$ cat src/rtl/core/hdlc_afsk_bit_encoder_defines.svh
// assertion macros for the hdlc afsk bit encoder
`ifndef HDLC_AFSK_BIT_ENCODER_DEFINES_SVH
`define HDLC_AFSK_BIT_ENCODER_DEFINES_SVH

`ifndef SYNTHESIS
`define HAFSK_ASSERT_IMP(label, clk, rst_n, ante, cons) \
    label: assert property (@(posedge clk) disable iff (!(rst_n)) (ante) |-> (cons)) \
        else $error("hafsk assertion failed");
`define HAFSK_ASSERT_NXT(label, clk, rst_n, ante, cons) \
    label: assert property (@(posedge clk) disable iff (!(rst_n)) (ante) |=> (cons)) \
        else $error("hafsk assertion failed");
`else
`define HAFSK_ASSERT_IMP(label, clk, rst_n, ante, cons)
`define HAFSK_ASSERT_NXT(label, clk, rst_n, ante, cons)
`endif

`endif

$ cat src/rtl/core/hafsk_pkg.sv
package hafsk_pkg;

    localparam int unsigned QUEUE_DEPTH = 2;

    localparam logic [15:0] CRC_POLY   = 16'h8408;
    localparam logic [15:0] CRC_PRESET = 16'hFFFF;

    localparam logic [1:0] FUNC_BYTE  = 2'd0;
    localparam logic [1:0] FUNC_FCS   = 2'd1;
    localparam logic [1:0] FUNC_BEGIN = 2'd2;

    typedef logic [4:0] t_bitcnt;
    localparam t_bitcnt BYTE_BITS = 5'd8;
    localparam t_bitcnt FCS_BITS  = 5'd16;

    localparam logic [2:0] ONES_LIMIT = 3'd4;

    typedef enum logic [1:0] {
        OP_DATA,
        OP_FLAG,
        OP_FCS,
        OP_BEGIN
    } t_op;

    typedef struct packed {
        t_op        op;
        logic [7:0] data;
    } t_cmd;

endpackage

$ cat src/rtl/core/hafsk_if.sv
interface hafsk_in_if;
    logic       valid;
    logic       ready;
    logic [1:0] func;
    logic [7:0] data_byte;
    logic       is_flag;

    modport source (output valid, output func, output data_byte, output is_flag, input ready);
    modport sink   (input valid, input func, input data_byte, input is_flag, output ready);
endinterface

interface hafsk_out_if;
    logic valid;
    logic ready;
    logic tone;
    logic stuffed;
    logic last;

    modport source (output valid, output tone, output stuffed, output last, input ready);
    modport sink   (input valid, input tone, input stuffed, input last, output ready);
endinterface

$ cat src/rtl/core/hdlc_afsk_bit_encoder.sv
// AX.25 HDLC transmit bit encoder for a 1200/2200 Hz AFSK modulator. Each
// input word is a command: send a byte LSB first (as data, or as a flag with
// no crc and no stuffing), append the fcs (complemented crc-16, low byte
// first), or begin a frame (crc preset, ones run cleared, no output). Each
// output word is one NRZI tone symbol, with a mark for stuff bits and for the
// last symbol of its command. The serializer sends one symbol per cycle
// while its output register is empty or being taken, and it sends no symbol
// in a cycle in which it loads a command; a small command queue lets new
// words be taken while symbols of earlier ones still go out.
module hdlc_afsk_bit_encoder #(
    parameter int unsigned P_QUEUE_DEPTH = hafsk_pkg::QUEUE_DEPTH
) (
    input  logic         i_clk,
    input  logic         i_rst_n,
    hafsk_in_if.sink     i_in,
    hafsk_out_if.source  o_out
);

    logic            w_push;
    logic            w_pop;
    logic            w_full;
    logic            w_empty;
    hafsk_pkg::t_cmd w_cmd;
    hafsk_pkg::t_cmd w_head;

    hafsk_front u_front (
        .i_in   (i_in),
        .i_full (w_full),
        .o_push (w_push),
        .o_cmd  (w_cmd)
    );

    hafsk_queue #(
        .Depth (P_QUEUE_DEPTH)
    ) u_queue (
        .i_clk   (i_clk),
        .i_rst_n (i_rst_n),
        .i_push  (w_push),
        .i_cmd   (w_cmd),
        .i_pop   (w_pop),
        .o_full  (w_full),
        .o_empty (w_empty),
        .o_head  (w_head)
    );

    hafsk_back u_back (
        .i_clk   (i_clk),
        .i_rst_n (i_rst_n),
        .i_head  (w_head),
        .i_empty (w_empty),
        .o_pop   (w_pop),
        .o_out   (o_out)
    );

endmodule

$ cat src/rtl/core/hafsk_front.sv
module hafsk_front (
    hafsk_in_if.sink         i_in,
    input  logic             i_full,
    output logic             o_push,
    output hafsk_pkg::t_cmd  o_cmd
);

    logic w_keep;

    assign i_in.ready = !i_full;

    // classify the command word
    always_comb begin
        w_keep     = 1'b1;
        o_cmd.data = i_in.data_byte;
        o_cmd.op   = hafsk_pkg::OP_DATA;
        case (i_in.func)
            hafsk_pkg::FUNC_BYTE: begin
                o_cmd.op = i_in.is_flag ? hafsk_pkg::OP_FLAG : hafsk_pkg::OP_DATA;
            end
            hafsk_pkg::FUNC_FCS: begin
                o_cmd.op = hafsk_pkg::OP_FCS;
            end
            hafsk_pkg::FUNC_BEGIN: begin
                o_cmd.op = hafsk_pkg::OP_BEGIN;
            end
            default: begin
                w_keep = 1'b0;
            end
        endcase
    end

    // unused codes are taken and dropped
    assign o_push = i_in.valid && !i_full && w_keep;

endmodule

$ cat src/rtl/core/hafsk_queue.sv
`include "hdlc_afsk_bit_encoder_defines.svh"

module hafsk_queue #(
    parameter int unsigned Depth = hafsk_pkg::QUEUE_DEPTH
) (
    input  logic            i_clk,
    input  logic            i_rst_n,
    input  logic            i_push,
    input  hafsk_pkg::t_cmd i_cmd,
    input  logic            i_pop,
    output logic            o_full,
    output logic            o_empty,
    output hafsk_pkg::t_cmd o_head
);

    localparam int unsigned PtrW = (Depth > 1) ? $clog2(Depth) : 1;
    localparam int unsigned CntW = $clog2(Depth + 1);

    hafsk_pkg::t_cmd r_mem [Depth];
    logic [PtrW-1:0] r_wr, n_wr;
    logic [PtrW-1:0] r_rd, n_rd;
    logic [CntW-1:0] r_count, n_count;

    assign o_full  = (r_count == CntW'(Depth));
    assign o_empty = (r_count == '0);
    assign o_head  = r_mem[r_rd];

    always_comb begin
        n_wr    = r_wr;
        n_rd    = r_rd;
        n_count = r_count;
        if (i_push) begin
            n_wr = (r_wr == PtrW'(Depth - 1)) ? '0 : r_wr + 1'b1;
        end
        if (i_pop) begin
            n_rd = (r_rd == PtrW'(Depth - 1)) ? '0 : r_rd + 1'b1;
        end
        case ({i_push, i_pop})
            2'b10:   n_count = r_count + 1'b1;
            2'b01:   n_count = r_count - 1'b1;
            default: n_count = r_count;
        endcase
    end

    always_ff @(posedge i_clk) begin
        if (!i_rst_n) begin
            r_wr    <= '0;
            r_rd    <= '0;
            r_count <= '0;
        end else begin
            r_wr    <= n_wr;
            r_rd    <= n_rd;
            r_count <= n_count;
        end
    end

    always_ff @(posedge i_clk) begin
        if (i_push) begin
            r_mem[r_wr] <= i_cmd;
        end
    end

    `HAFSK_ASSERT_IMP(a_count_bound, i_clk, i_rst_n, 1'b1, r_count <= CntW'(Depth))
    `HAFSK_ASSERT_IMP(a_no_push_full, i_clk, i_rst_n, i_push, !o_full)
    `HAFSK_ASSERT_IMP(a_no_pop_empty, i_clk, i_rst_n, i_pop, !o_empty)

endmodule

$ cat src/rtl/core/hafsk_back.sv
`include "hdlc_afsk_bit_encoder_defines.svh"

module hafsk_back (
    input  logic            i_clk,
    input  logic            i_rst_n,
    input  hafsk_pkg::t_cmd i_head,
    input  logic            i_empty,
    output logic            o_pop,
    hafsk_out_if.source     o_out
);

    logic [15:0]        r_crc, n_crc;
    logic [2:0]         r_ones, n_ones;
    logic               r_tone, n_tone;
    logic [15:0]        r_shift, n_shift;
    hafsk_pkg::t_bitcnt r_cnt, n_cnt;
    logic               r_flag, n_flag;
    logic               r_stuff_pend, n_stuff_pend;

    logic r_out_valid, n_out_valid;
    logic r_out_tone, n_out_tone;
    logic r_out_stuffed, n_out_stuffed;
    logic r_out_last, n_out_last;

    logic w_busy;
    logic w_adv;
    logic w_emit;
    logic w_bit;
    logic w_fb;
    logic w_stuff_now;
    logic w_sym_stuffed;
    logic w_sym_last;

    assign w_busy = (r_cnt != '0) || r_stuff_pend;
    assign w_adv  = !r_out_valid || o_out.ready;
    assign w_emit = w_busy && w_adv;
    assign o_pop  = !w_busy && !i_empty;

    assign w_bit       = r_shift[0];
    assign w_fb        = r_crc[0] ^ w_bit;
    assign w_stuff_now = !r_flag && w_bit && (r_ones == hafsk_pkg::ONES_LIMIT);

    always_comb begin
        n_crc         = r_crc;
        n_ones        = r_ones;
        n_tone        = r_tone;
        n_shift       = r_shift;
        n_cnt         = r_cnt;
        n_flag        = r_flag;
        n_stuff_pend  = r_stuff_pend;
        w_sym_stuffed = 1'b0;
        w_sym_last    = 1'b0;
        if (o_pop) begin
            case (i_head.op)
                hafsk_pkg::OP_DATA: begin
                    n_shift = {8'h00, i_head.data};
                    n_cnt   = hafsk_pkg::BYTE_BITS;
                    n_flag  = 1'b0;
                end
                hafsk_pkg::OP_FLAG: begin
                    n_shift = {8'h00, i_head.data};
                    n_cnt   = hafsk_pkg::BYTE_BITS;
                    n_flag  = 1'b1;
                end
                hafsk_pkg::OP_FCS: begin
                    // fcs is taken once, low byte goes out first
                    n_shift = ~r_crc;
                    n_cnt   = hafsk_pkg::FCS_BITS;
                    n_flag  = 1'b0;
                end
                hafsk_pkg::OP_BEGIN: begin
                    n_crc  = hafsk_pkg::CRC_PRESET;
                    n_ones = '0;
                end
                default: begin
                    n_cnt = r_cnt;
                end
            endcase
        end else if (w_emit) begin
            if (r_stuff_pend) begin
                n_tone        = ~r_tone;
                n_ones        = '0;
                n_stuff_pend  = 1'b0;
                w_sym_stuffed = 1'b1;
                w_sym_last    = (r_cnt == '0);
            end else begin
                n_shift = {1'b0, r_shift[15:1]};
                n_cnt   = r_cnt - 1'b1;
                if (!r_flag) begin
                    n_crc = {1'b0, r_crc[15:1]} ^ (w_fb ? hafsk_pkg::CRC_POLY : 16'h0000);
                end
                if (w_bit) begin
                    if (r_flag) begin
                        n_ones = 3'd1;
                    end else if (w_stuff_now) begin
                        n_ones       = '0;
                        n_stuff_pend = 1'b1;
                    end else begin
                        n_ones = r_ones + 3'd1;
                    end
                end else begin
                    n_tone = ~r_tone;
                    n_ones = '0;
                end
                w_sym_last = (r_cnt == hafsk_pkg::t_bitcnt'(1)) && !w_stuff_now;
            end
        end
    end

    // output register, reloads whenever it is empty or being taken
    always_comb begin
        n_out_valid   = r_out_valid;
        n_out_tone    = r_out_tone;
        n_out_stuffed = r_out_stuffed;
        n_out_last    = r_out_last;
        if (w_adv) begin
            n_out_valid = w_emit;
        end
        if (w_emit) begin
            n_out_tone    = n_tone;
            n_out_stuffed = w_sym_stuffed;
            n_out_last    = w_sym_last;
        end
    end

    always_ff @(posedge i_clk) begin
        if (!i_rst_n) begin
            r_crc        <= hafsk_pkg::CRC_PRESET;
            r_ones       <= '0;
            r_tone       <= 1'b0;
            r_cnt        <= '0;
            r_flag       <= 1'b0;
            r_stuff_pend <= 1'b0;
            r_out_valid  <= 1'b0;
        end else begin
            r_crc        <= n_crc;
            r_ones       <= n_ones;
            r_tone       <= n_tone;
            r_cnt        <= n_cnt;
            r_flag       <= n_flag;
            r_stuff_pend <= n_stuff_pend;
            r_out_valid  <= n_out_valid;
        end
    end

    always_ff @(posedge i_clk) begin
        r_shift       <= n_shift;
        r_out_tone    <= n_out_tone;
        r_out_stuffed <= n_out_stuffed;
        r_out_last    <= n_out_last;
    end

    assign o_out.valid   = r_out_valid;
    assign o_out.tone    = r_out_tone;
    assign o_out.stuffed = r_out_stuffed;
    assign o_out.last    = r_out_last;

    `HAFSK_ASSERT_IMP(a_stuff_clean, i_clk, i_rst_n, r_stuff_pend, (r_ones == '0) && !r_flag)
    `HAFSK_ASSERT_IMP(a_ones_bound, i_clk, i_rst_n, 1'b1, r_ones <= hafsk_pkg::ONES_LIMIT)
    `HAFSK_ASSERT_NXT(a_stuff_out, i_clk, i_rst_n, w_emit && r_stuff_pend, r_out_valid && r_out_stuffed)
    `HAFSK_ASSERT_IMP(a_pop_idle, i_clk, i_rst_n, o_pop, !w_emit)

endmodule

$ cat src/flat_wrapper.sv
// flat-port wrapper written by rule: the top's interface ports become plain ports
module hdlc_afsk_bit_encoder_flat 
#(
    parameter int unsigned P_QUEUE_DEPTH = hafsk_pkg::QUEUE_DEPTH
)
  (i_clk, i_rst_n, i_in_valid, i_in_func, i_in_data_byte, i_in_is_flag, i_in_ready, o_out_valid, o_out_tone, o_out_stuffed, o_out_last, o_out_ready);
  hafsk_in_if i_in_i ();
  hafsk_out_if o_out_i ();
  input  logic i_clk;
  input  logic i_rst_n;
  input wire logic [$bits(i_in_i.valid)-1:0] i_in_valid;
  input wire logic [$bits(i_in_i.func)-1:0] i_in_func;
  input wire logic [$bits(i_in_i.data_byte)-1:0] i_in_data_byte;
  input wire logic [$bits(i_in_i.is_flag)-1:0] i_in_is_flag;
  output wire logic [$bits(i_in_i.ready)-1:0] i_in_ready;
  output wire logic [$bits(o_out_i.valid)-1:0] o_out_valid;
  output wire logic [$bits(o_out_i.tone)-1:0] o_out_tone;
  output wire logic [$bits(o_out_i.stuffed)-1:0] o_out_stuffed;
  output wire logic [$bits(o_out_i.last)-1:0] o_out_last;
  input wire logic [$bits(o_out_i.ready)-1:0] o_out_ready;
  assign i_in_i.valid = i_in_valid;
  assign i_in_i.func = i_in_func;
  assign i_in_i.data_byte = i_in_data_byte;
  assign i_in_i.is_flag = i_in_is_flag;
  assign i_in_ready = i_in_i.ready;
  assign o_out_valid = o_out_i.valid;
  assign o_out_tone = o_out_i.tone;
  assign o_out_stuffed = o_out_i.stuffed;
  assign o_out_last = o_out_i.last;
  assign o_out_i.ready = o_out_ready;
  hdlc_afsk_bit_encoder #(.P_QUEUE_DEPTH(P_QUEUE_DEPTH)) u_core (.i_clk(i_clk), .i_rst_n(i_rst_n), .i_in(i_in_i), .o_out(o_out_i));
endmodule
$ cat config.mk
export PLATFORM = sky130hd
export DESIGN_NAME = hdlc_afsk_bit_encoder_flat
export DESIGN_NICKNAME = d
export VERILOG_FILES = /design/src/rtl/core/hafsk_pkg.sv /design/src/rtl/core/hafsk_if.sv /design/src/rtl/core/hdlc_afsk_bit_encoder.sv /design/src/rtl/core/hafsk_front.sv /design/src/rtl/core/hafsk_queue.sv /design/src/rtl/core/hafsk_back.sv /design/src/flat_wrapper.sv
export VERILOG_INCLUDE_DIRS = /design/src /design/src/rtl/core
export SDC_FILE = /design/constraint.sdc
export NUM_CORES = 1
export LEC_CHECK = 0
export BUFFER_PORTS_ARGS = -buffer_cell sky130_fd_sc_hd__clkbuf_2
export CAP_MARGIN = 5
export CORE_MARGIN = 4
export CORE_UTILIZATION = 60
export CTS_BUF_LIST = sky130_fd_sc_hd__clkbuf_2
export DETAILED_ROUTE_END_ITERATION = 6
export HOLD_SLACK_MARGIN = 0.08
export MAX_ROUTING_LAYER = met4
export PLACE_DENSITY_LB_ADDON = 0.1
export REMOVE_ABC_BUFFERS = 1
export SETUP_SLACK_MARGIN = 0.02
export SYNTH_ARGS = -nofsm -noshare
export SYNTH_HDL_FRONTEND = slang
export SYNTH_HIERARCHICAL = 1
export SYNTH_SLANG_ARGS = --single-unit
$ cat constraint.sdc
create_clock -name i_clk -period 3.3 [get_ports i_clk]
set_input_delay 0.165 -clock i_clk [delete_from_list [all_inputs] [get_ports i_clk]]
set_output_delay 0.165 -clock i_clk [all_outputs]
set_load 0.03 [all_outputs]
==> results.json, run 1 <==
{
  "fin_tns_setup_ns": 0,
  "finalMaxSlewViolations": 0,
  "grt_usage_pct": 19.7,
  "cp.required_ns": 3.71,
  "hpwl_um": 4050,
  "multiInputGateArea_um2": 1390,
  "slew_headroom_pct": 31.4,
  "clock-sinks": 72,
  "synth-seq-cells": 72,
  "combinationalPowerShare_pct": 44.5,
  "fmax_mhz": 396,
  "synthToLayoutAreaGrowth_pct": 7.44,
  "fin_skew_ns": 0.0225,
  "fin_crit_ns": 2.53,
  "port_buffers": 19,
  "p_int_mw": 2.00,
  "dp_cells": 383,
  "use_met2_pct": 31.6,
  "ant_nets": 0,
  "power_frac_clock_pct": 11.7,
  "synth_top_area_cell": "edfxtp_1",
  "rows": 27,
  "cts.path.max_buffers": 2,
  "die_w_um": 83.4,
  "cts_buffers": 9,
  "gp_congestion": 0.802,
  "antenna_found_initial": 0,
  "fillers": 445,
  "drive_gt1_share_pct": 18.3,
  "switching_share_pct": 40.4,
  "min_from": "i_in_func[1]",
  "critPathMaxFanout": 43,
  "synth_top_area_share_pct": 34.3,
  "postRouteWirelength_um": 6120,
  "powerDensity_nw_per_um2": 914,
  "syn_area_um2": 3410,
  "start_util_pct": 62.0,
  "endpoint_kind": "flop",
  "synthTopCellsByCount": "39 x edfxtp_1, 33 x dfxtp_1, 24 x nand2_1",
  "status": "complete, no violations",
  "ir_worst_vdd_v": 0.000607,
  "detail_route.first_pass.iterations": 4,
  "clockRootBuffer": "clkbuf_2",
  "htreeDepth": 3,
  "grt_pass1_wl_um": 10800,
  "syn_inst": 314,
  "ys_seq_area_share_pct": 53.7,
  "drv_cap": 0,
  "seqPwrFrac_pct": 43.8,
  "drtIter0Drc": 136,
  "power_leakage_nw": 1.36,
  "die_h_um": 83.4,
  "setup_viol": 0,
  "synth_area_leaders": "edfxtp_1 34%, dfxtp_1 19%, mux2_2 3.3%",
  "path_class": "reg -> reg",
  "top_usage_layer": "met2",
  "startpoint": "u_core/u_back/r_cnt[0]$_SDFFE_PN0P_",
  "start_kind": "flop",
  "hold_class": "in -> reg",
  "layout.nets": 356,
  "fin_crit_sh_pct": 76.6,
  "drc_errors": 0,
  "grtUsageMet3_pct": 6.35,
  "clkTransAtPathRegs_ns": 0.18,
  "die-area_um2": 6960,
  "synth_cell_types": 56,
  "cts_setup_buffers": 0,
  "diodes": 0,
  "worst_pin_slew_ns": 1.03,
  "synth-edff-count": 39,
  "core_area_um2": 5510,
  "synthArstFlopShare_pct": 0,
  "vias_per_cell": 5.68,
  "io_pins": 20,
  "cts_tree": "built",
  "grt_pass1_vias": 2286,
  "r2r-start": "u_core/u_back/r_cnt[0]$_SDFFE_PN0P_",
  "rsz0062_at_grt": "no",
  "hold_slack_ns": 0.148,
  "syn_area_per_cell_um2": 10.9,
  "yosys_warnings": 6,
  "p_sw_mw": 1.36,
  "report.power.total_mw": 3.35,
  "post_drt_wl_per_cell_um": 14.9,
  "insertion_delay_ns": 0.48,
  "grt_start_max_net_pins": 44,
  "overflow": 0,
  "crit_arrival_ns": 2.94,
  "seq_area_um2": 1830,
  "synth.most_common_cell": "edfxtp_1",
  "vias": 2327,
  "synth_flop_cell": "edfxtp_1",
  "hold_viol_final": 0,
  "use_met1_pct": 24.1,
  "instances_no_fill": 410
}
==> layer usage <==
layer | share of wire (%) | vias up
met1 | 44 | 1098
li1 | - | 1170
met4 | 0.65 | 0
met2 | 50 | 55
met3 | 5.4 | 4
met5 | 0 | -
==> power by group through the flow <==
| stage | Combinational (mW) | Clock [mW] | Sequential (mW) |
|---|---|---|---|
| 2_1_floorplan | 1.10 | 0 | 1.49 |
| 3_3_place_gp | 1.43 | 0 | 1.48 |
| 3_5_place_dp | 1.48 | 0 | 1.49 |
| 4_1_cts | 1.50 | 0.408 | 1.47 |
| 5_1_grt | 1.66 | 0.443 | 1.50 |
| 6_report | 1.49 | 0.391 | 1.47 |
==> logic make-up after synthesis <==
family	count (synthesis)	synth area share, %
xor+xnor	7	1.80
fa+ha+maj	8	2.93
mux	10	3.30
simple gates	114	20.1
flops	72	53.7
compound gates	66	12.6
buf+inv	37	5.68
==> stage by stage <==
step           utilization (%)  setup WS, ns  instance area, um2
6_report                  66.6         0.772                3670
5_1_grt                   66.6         0.578                3670
4_1_cts                   66.6         0.757                3670
3_5_place_dp              63.1         0.793                3470
3_3_place_gp              63.1         0.915                3470
2_1_floorplan                -         0.761                3260
==> worst paths after layout <==
path,endpoint,slack [ns],cells after the start
worst max-delay path,u_core/u_queue/r_count[1]$_SDFFE_PN0P_,0.77,8
worst min-delay path,u_core/u_queue/r_mem[1][9]$_DFFE_PP_,0.15,3
worst max register to register,u_core/u_queue/r_count[1]$_SDFFE_PN0P_,0.77,8
worst min register to register,u_core/u_back/r_cnt[1]$_SDFFE_PN0P_,0.50,2
==> cell type report <==
cell class | count | share of cell area, %
flip-flops and latches | 72 | 49.9
multi-input cells | 205 | 37.8
repair buffers | 33 | 6.21
well taps | 72 | 2.46
clock buffers | 10 | 1.36
inverters | 12 | 1.23
clock inverters | 6 | 0.955
==> layout by cell type, fill, tap and decap left out, types with 6 or more instances in the layout <==
| cell | instances |
|---|---|
| and2_1 | 6 |
| dlygate4sd3_1 | 11 |
| edfxtp_1 | 39 |
| dfxtp_1 | 33 |
| nor3_1 | 18 |
| nor3b_1 | 15 |
| a21oi_1 | 14 |
| clkbuf_2 | 29 |
| o21ai_1 | 15 |
| o21ai_0 | 12 |
| nand2_1 | 24 |
| ha_1 | 8 |
| nor2_1 | 15 |
| o31ai_1 | 7 |
| nand3_1 | 7 |
| mux2_2 | 10 |
| inv_1 | 10 |
==> worst max-delay path: stages (launching register included) <==
cell and delay [ns]:
dfxtp_1 0.37, inv_1 0.10, ha_1 0.35, nor2b_1 0.42, nand2_4 0.33, clkinv_1 0.14, ha_1 0.26, or3_1 0.35
a21boi_1 0.14
==> what timing repair did <==
item / CTS / global route
hold buffers: 11 / 0
hold endpoints to repair: 20 / 0
resized for setup: 0 / 0
==> state kept, by name (all words and copies together) (netlist names), 2 cells and up, named ones only <==
| register | cells |
|---|---|
| u_core/u_back/r_ones | 3 |
| u_core/u_back/r_crc | 16 |
| u_core/u_queue/r_mem | 20 |
| u_core/u_queue/r_count | 2 |
| u_core/u_back/r_shift | 16 |
| u_core/u_back/r_cnt | 5 |
(Power assumes the default switching activity.)
==> run 2, diff against run 1 <==
CORE_UTILIZATION = 57   (was 60)
clock period = 2.13 ns   (was 3.3 ns; I/O delays follow)
==> run 2 against run 1 <==
Compared with the run above:
- worst setup slack worse by 0.62 ns
- routed wire length is 0.41% higher
- global-route usage is 0.53 points lower
- sequential power is 51% higher
==> results.json, run 2 (synthesis results as in run 1) <==
{
  "status": "complete, no violations",
  "antenna_found_initial": 0,
  "grt_start_max_net_pins": 43,
  "hold_viol_final": 0,
  "final_util_pct": 68.5,
  "final_cell_area_um2": 3870,
  "gp_congestion": 0.763,
  "setup_viol": 0,
  "r2r_setup_slack_ns": 0.16,
  "drc_errors": 0,
  "largest_reg_flops": 20,
  "grt_usage_pct": 19.1,
  "drive_gt1_share_pct": 21.7,
  "hpwl_um": 4030,
  "layout_commonest_cell": "edfxtp_1",
  "start_kind": "flop",
  "insertion_delay_ns": 0.48,
  "ir_worst_vdd_v": 0.000932,
  "cp_cell_sequence": "inv_1, ha_1, nor2b_1, buf_4, nand3_4, and2_4, inv_1, buf_12",
  "overflow": 0,
  "post_drt_wl_per_cell_um": 14.4,
  "critical-path-max-stage-delay_ns": 0.37,
  "drv_cap": 0,
  "vias": 2335,
  "cts.path.max_buffers": 2,
  "postRouteWirelength_um": 6150,
  "path_class": "reg -> reg",
  "r2r-start": "u_core/u_back/r_cnt[0]$_SDFFE_PN0P_",
  "powerDensity_nw_per_um2": 1450,
  "seq_area_um2": 1830,
  "hold_class": "in -> reg",
  "dp_cells": 395,
  "startpoint": "u_core/u_back/r_cnt[0]$_SDFFE_PN0P_",
  "rsz0062_at_grt": "no",
  "core_area_um2": 5640,
  "grt_pass1_vias": 2345,
  "crit_buf_inv": 4,
  "fillers": 410,
  "top_regs": "u_core/u_queue/r_mem: 20 flops, u_core/u_back/r_crc: 16 flops, u_core/u_back/r_shift: 16 flops",
  "grt_pass1_wl_um": 10700,
  "io_pins": 20,
  "cp.depth": 8,
  "finalMaxSlewViolations": 0,
  "start_util_pct": 60.5,
  "cts_tree": "built",
  "fin_crit_sh_pct": 92.7,
  "fin_crit_ns": 1.97,
  "clockRootBuffer": "clkbuf_2",
  "die_w_um": 85.4,
  "path_delay_family": "simple AND/OR/NAND/NOR gates",
  "die-area_um2": 7290,
  "diodes": 0,
  "multiInputGateArea_um2": 1390,
  "largest-register": "u_core/u_queue/r_mem",
  "instances_no_fill": 427,
  "worst_pin_slew_ns": 0.489,
  "ant_nets": 0,
  "detail_route.first_pass.iterations": 4,
  "fmax_mhz": 506,
  "port_buffers": 19,
  "place_area_um2": 3600,
  "r2r-end": "u_core/u_back/r_shift[9]$_DFFE_PP_",
  "critPathMaxFanout": 16,
  "slew_headroom_pct": 67.4,
  "endpoint_kind": "flop",
  "cts_buffers": 9,
  "clock-sinks": 72,
  "htreeDepth": 3,
  "worstSetupEndpoint": "u_core/u_back/r_shift[9]$_DFFE_PP_",
  "r2r_cells": 8,
  "crit_arrival_ns": 2.18,
  "synthToLayoutAreaGrowth_pct": 13.3,
  "power_leakage_nw": 1.47,
  "cp.required_ns": 2.34,
  "cp_common_cell": "inv_1",
  "fin_skew_ns": 0.0269,
  "vias_per_cell": 5.47,
  "layout.nets": 373,
  "die_h_um": 85.4,
  "clkTransAtPathRegs_ns": 0.20,
  "crit_slowest_cell": "dfxtp_2",
  "drtIter0Drc": 170,
  "rows": 27,
  "layout_common_cells": "39 x edfxtp_1, 32 x dfxtp_1, 31 x clkbuf_2"
}
run 2: per-layer routing:
layer / global-route usage, % / up-vias / part of all wire [%]
met5: - / - / 0
met1: 23.8 / 1083 / 47
met4: 9.50 / 0 / 1.6
met2: 30.4 / 47 / 49
met3: 2.91 / 9 / 3.0
li1: - / 1196 / -
run 2: how the worst min path moves through the flow:
stage	startpoint	endpoint	slack, ns	cells past startpoint
after floorplan	i_rst_n	u_core/u_back/r_crc[10]$_SDFFE_PN1P_	0.18	1
after global placement	i_in_data_byte[3]	u_core/u_queue/r_mem[0][3]$_DFFE_PP_	0.30	1
after detailed placement	i_in_data_byte[2]	u_core/u_queue/r_mem[1][2]$_DFFE_PP_	0.30	1
after CTS	i_in_data_byte[3]	u_core/u_queue/r_mem[1][3]$_DFFE_PP_	0.30	2
after global routing	i_in_data_byte[4]	u_core/u_queue/r_mem[0][4]$_DFFE_PP_	0.29	2
final	i_in_data_byte[4]	u_core/u_queue/r_mem[0][4]$_DFFE_PP_	0.34	2
run 2: worst register-to-register path, delay by kind of cell, from the launching register on:
family	cells	cell delay [ns]
adders and majority gates	1	0.29
buffers and inverters	4	0.52
DFF	1	0.37
and+or+nand+nor	3	0.56
run 2: timing repair:
item                       CTS  global route
hold buffers                14             0
setup buffers                0             2
resized for setup            0             2
hold endpoints to repair    46             0
setup endpoints to repair    0             2
run 2: power breakdown:
| part | internal [mW] | total, mW | switching (mW) |
|---|---|---|---|
| logic | 1.18 | 2.67 | 1.48 |
| clock network | 0.281 | 0.729 | 0.448 |
| registers | 2.01 | 2.22 | 0.210 |
| total | 3.48 | 5.62 | 2.14 |
run 2: layout make-up:
type / count / area share (%)
tap: 72 / 2.33
clock buffer: 12 / 1.55
sequential: 72 / 47.4
multi-input combinational: 205 / 35.9
timing repair buffer: 50 / 10.5
clock inverter: 4 / 1.20
inverter: 12 / 1.17
run 2: per-stage QoR:
step	TNS (ns)	hold slack, ns	power (mW)	worst slack, ns
after global routing	0	0.292	6.03	0.0464
after global placement	0	0.296	4.77	0.206
final	0	0.340	5.62	0.155
after CTS	0	0.301	5.59	0.138
after floorplan	-0.841	0.183	4.01	-0.409
after detailed placement	0	0.299	4.84	0.152
==> run 3, diff against run 2 <==
CORE_UTILIZATION = 50   (was 57)
MAX_ROUTING_LAYER = unset   (was met4)
==> run 3 against run 2 <==
Compared with the run above:
- sequential power hardly changed
- fmax up 0.43%
- clock power up 2%
- utilization down 9.0 points
- critical path depth fell by 4
- via count is 1.5% higher
- first-iteration DRC count down 35%
==> results.json, run 3 (synthesis results as in run 1) <==
{
  "status": "complete, no violations",
  "path_class": "reg -> reg",
  "die-area_um2": 8210,
  "cts_setup_buffers": 0,
  "clockRootBuffer": "clkbuf_2",
  "seqPwrFrac_pct": 40.1,
  "io_pins": 20,
  "combinationalPowerShare_pct": 46.4,
  "fmax_mhz": 509,
  "whs_path_depth": 2,
  "cts_tree": "built",
  "clock-sinks": 72,
  "power_leakage_nw": 1.47,
  "ant_nets": 0,
  "rows": 29,
  "postRouteWirelength_um": 6260,
  "hold_viol_final": 0,
  "port_buffers": 19,
  "hold_class": "in -> reg",
  "drive_gt1_share_pct": 22.6,
  "die_h_um": 90.6,
  "largest_reg_flops": 20,
  "finalMaxSlewViolations": 0,
  "top_layer_used": "met4",
  "die_w_um": 90.6,
  "wl_met3_um": 147,
  "fin_crit_ns": 1.97,
  "r2r_cells": 4,
  "met2WireLength_um": 3100,
  "grt_pass1_wl_um": 11100,
  "start_kind": "flop",
  "drtIter0Drc": 110,
  "crit_arrival_ns": 2.11,
  "path_delay_family": "simple AND/OR/NAND/NOR gates",
  "layout_common_cells": "39 x edfxtp_1, 33 x dfxtp_1, 31 x clkbuf_2",
  "final_util_pct": 59.5,
  "clkTransAtPathRegs_ns": 0.19,
  "fin_crit_sh_pct": 92.3,
  "cp.required_ns": 2.28,
  "wirelength_met1_um": 2890,
  "fin_skew_ns": 0.0171,
  "layout_commonest_cell": "edfxtp_1",
  "grt_usage_pct": 16.8,
  "core_area_um2": 6490,
  "synthToLayoutAreaGrowth_pct": 13.2,
  "largest-register": "u_core/u_queue/r_mem",
  "p_int_mw": 3.38,
  "switching_share_pct": 38.7,
  "pre_cts_ws_ns": 0.0183,
  "insertion_delay_ns": 0.50,
  "worst_pin_slew_ns": 0.502,
  "start_util_pct": 52.6,
  "diodes": 0,
  "critPathMaxFanout": 16,
  "drv_cap": 0,
  "detail_route.first_pass.iterations": 4,
  "htreeDepth": 3,
  "grt_start_max_net_pins": 43,
  "crit_slowest_cell": "nor4_4",
  "ir_worst_vdd_v": 0.00121,
  "crit_buf_inv": 1,
  "hpwl_um": 4040,
  "setup_viol": 0,
  "cts_buffers": 9,
  "grt_pass1_vias": 2409,
  "top_regs": "u_core/u_queue/r_mem: 20 flops, u_core/u_back/r_crc: 16 flops, u_core/u_back/r_shift: 16 flops",
  "cp.depth": 4,
  "gp_congestion": 0.839,
  "p_sw_mw": 2.13,
  "endpoint_kind": "flop",
  "cp_cell_sequence": "nor4_4, a211o_1, and2_4, clkinvlp_4",
  "rsz0062_at_grt": "no",
  "cts.path.max_buffers": 2,
  "antenna_found_initial": 0,
  "vias": 2370,
  "power_frac_clock_pct": 13.4,
  "post_drt_wl_per_cell_um": 14.4,
  "worst_slack_ns": 0.164,
  "instances_no_fill": 436,
  "slew_headroom_pct": 66.3,
  "vias_per_cell": 5.44,
  "layout.nets": 377,
  "drc_errors": 0,
  "powerDensity_nw_per_um2": 1430,
  "critical-path-max-stage-delay_ns": 0.51,
  "overflow": 0,
  "dp_cells": 406
}
-- run 3: changes by cell type in the layout (fill, tap and decap cells not counted), sizes merged --
cell / previous run / this run
inv: 10 / 9
clkinvlp: 1 / 2
buf: 17 / 21
-- run 3: power by group through the flow --
| stage | clock network (mW) | logic (mW) | registers, mW |
|---|---|---|---|
| floorplan | 0 | 1.70 | 2.30 |
| detailed placement | 0 | 2.52 | 2.25 |
| CTS | 0.770 | 2.57 | 2.21 |
| global route | 0.819 | 2.87 | 2.26 |
| finish | 0.741 | 2.56 | 2.21 |
| global placement | 0 | 2.50 | 2.23 |
-- run 3: layout make-up --
cell class | instances | area, um2
Multi-Input combinational cell | 205 | 1390
Timing Repair Buffer | 54 | 393
Inverter | 12 | 48.8
Clock inverter | 4 | 46.3
Tap cell | 77 | 96.3
Fill cell | 555 | 2630
Clock buffer | 12 | 60.1
Sequential cell | 72 | 1830
-- run 3: layer usage --
layer | vias to the layer above | global-route usage [%]
met5 | - | 0
met3 | 12 | 3.00
met2 | 28 | 28.4
li1 | 1209 | -
met4 | 0 | 7.65
met1 | 1121 | 20.9
-- run 3: repair_timing --
| item | CTS | global route |
|---|---|---|
| hold endpoints to repair | 47 | 0 |
| setup endpoints to repair | 16 | 0 |
| hold buffers | 14 | 0 |
| gates resized for setup | 1 | 0 |
-- run 3: path summary, 6_finish.rpt --
| path | startpoint | end | slack (ns) |
|---|---|---|---|
| worst max-delay path | u_core/u_back/r_cnt[4]$_SDFFE_PN0P_ | u_core/u_back/r_shift[2]$_DFFE_PP_ | 0.16 |
| worst min register to register | u_core/u_back/r_cnt[1]$_SDFFE_PN0P_ | u_core/u_back/r_cnt[1]$_SDFFE_PN0P_ | 0.49 |
| worst max register to register | u_core/u_back/r_cnt[4]$_SDFFE_PN0P_ | u_core/u_back/r_shift[2]$_DFFE_PP_ | 0.16 |
| worst min-delay path | i_in_data_byte[7] | u_core/u_queue/r_mem[0][7]$_DFFE_PP_ | 0.33 |
-- run 3: stage by stage --
| stage | hold slack, ns | area, um2 | total power [mW] | setup TNS [ns] |
|---|---|---|---|---|
| after global placement | 0.296 | 3610 | 4.74 | 0 |
| final | 0.327 | 3860 | 5.51 | 0 |
| after CTS | 0.281 | 3860 | 5.56 | 0 |
| after global routing | 0.301 | 3860 | 5.94 | 0 |
| after floorplan | 0.183 | 3260 | 4.01 | -0.841 |
| after detailed placement | 0.301 | 3610 | 4.77 | 0 |
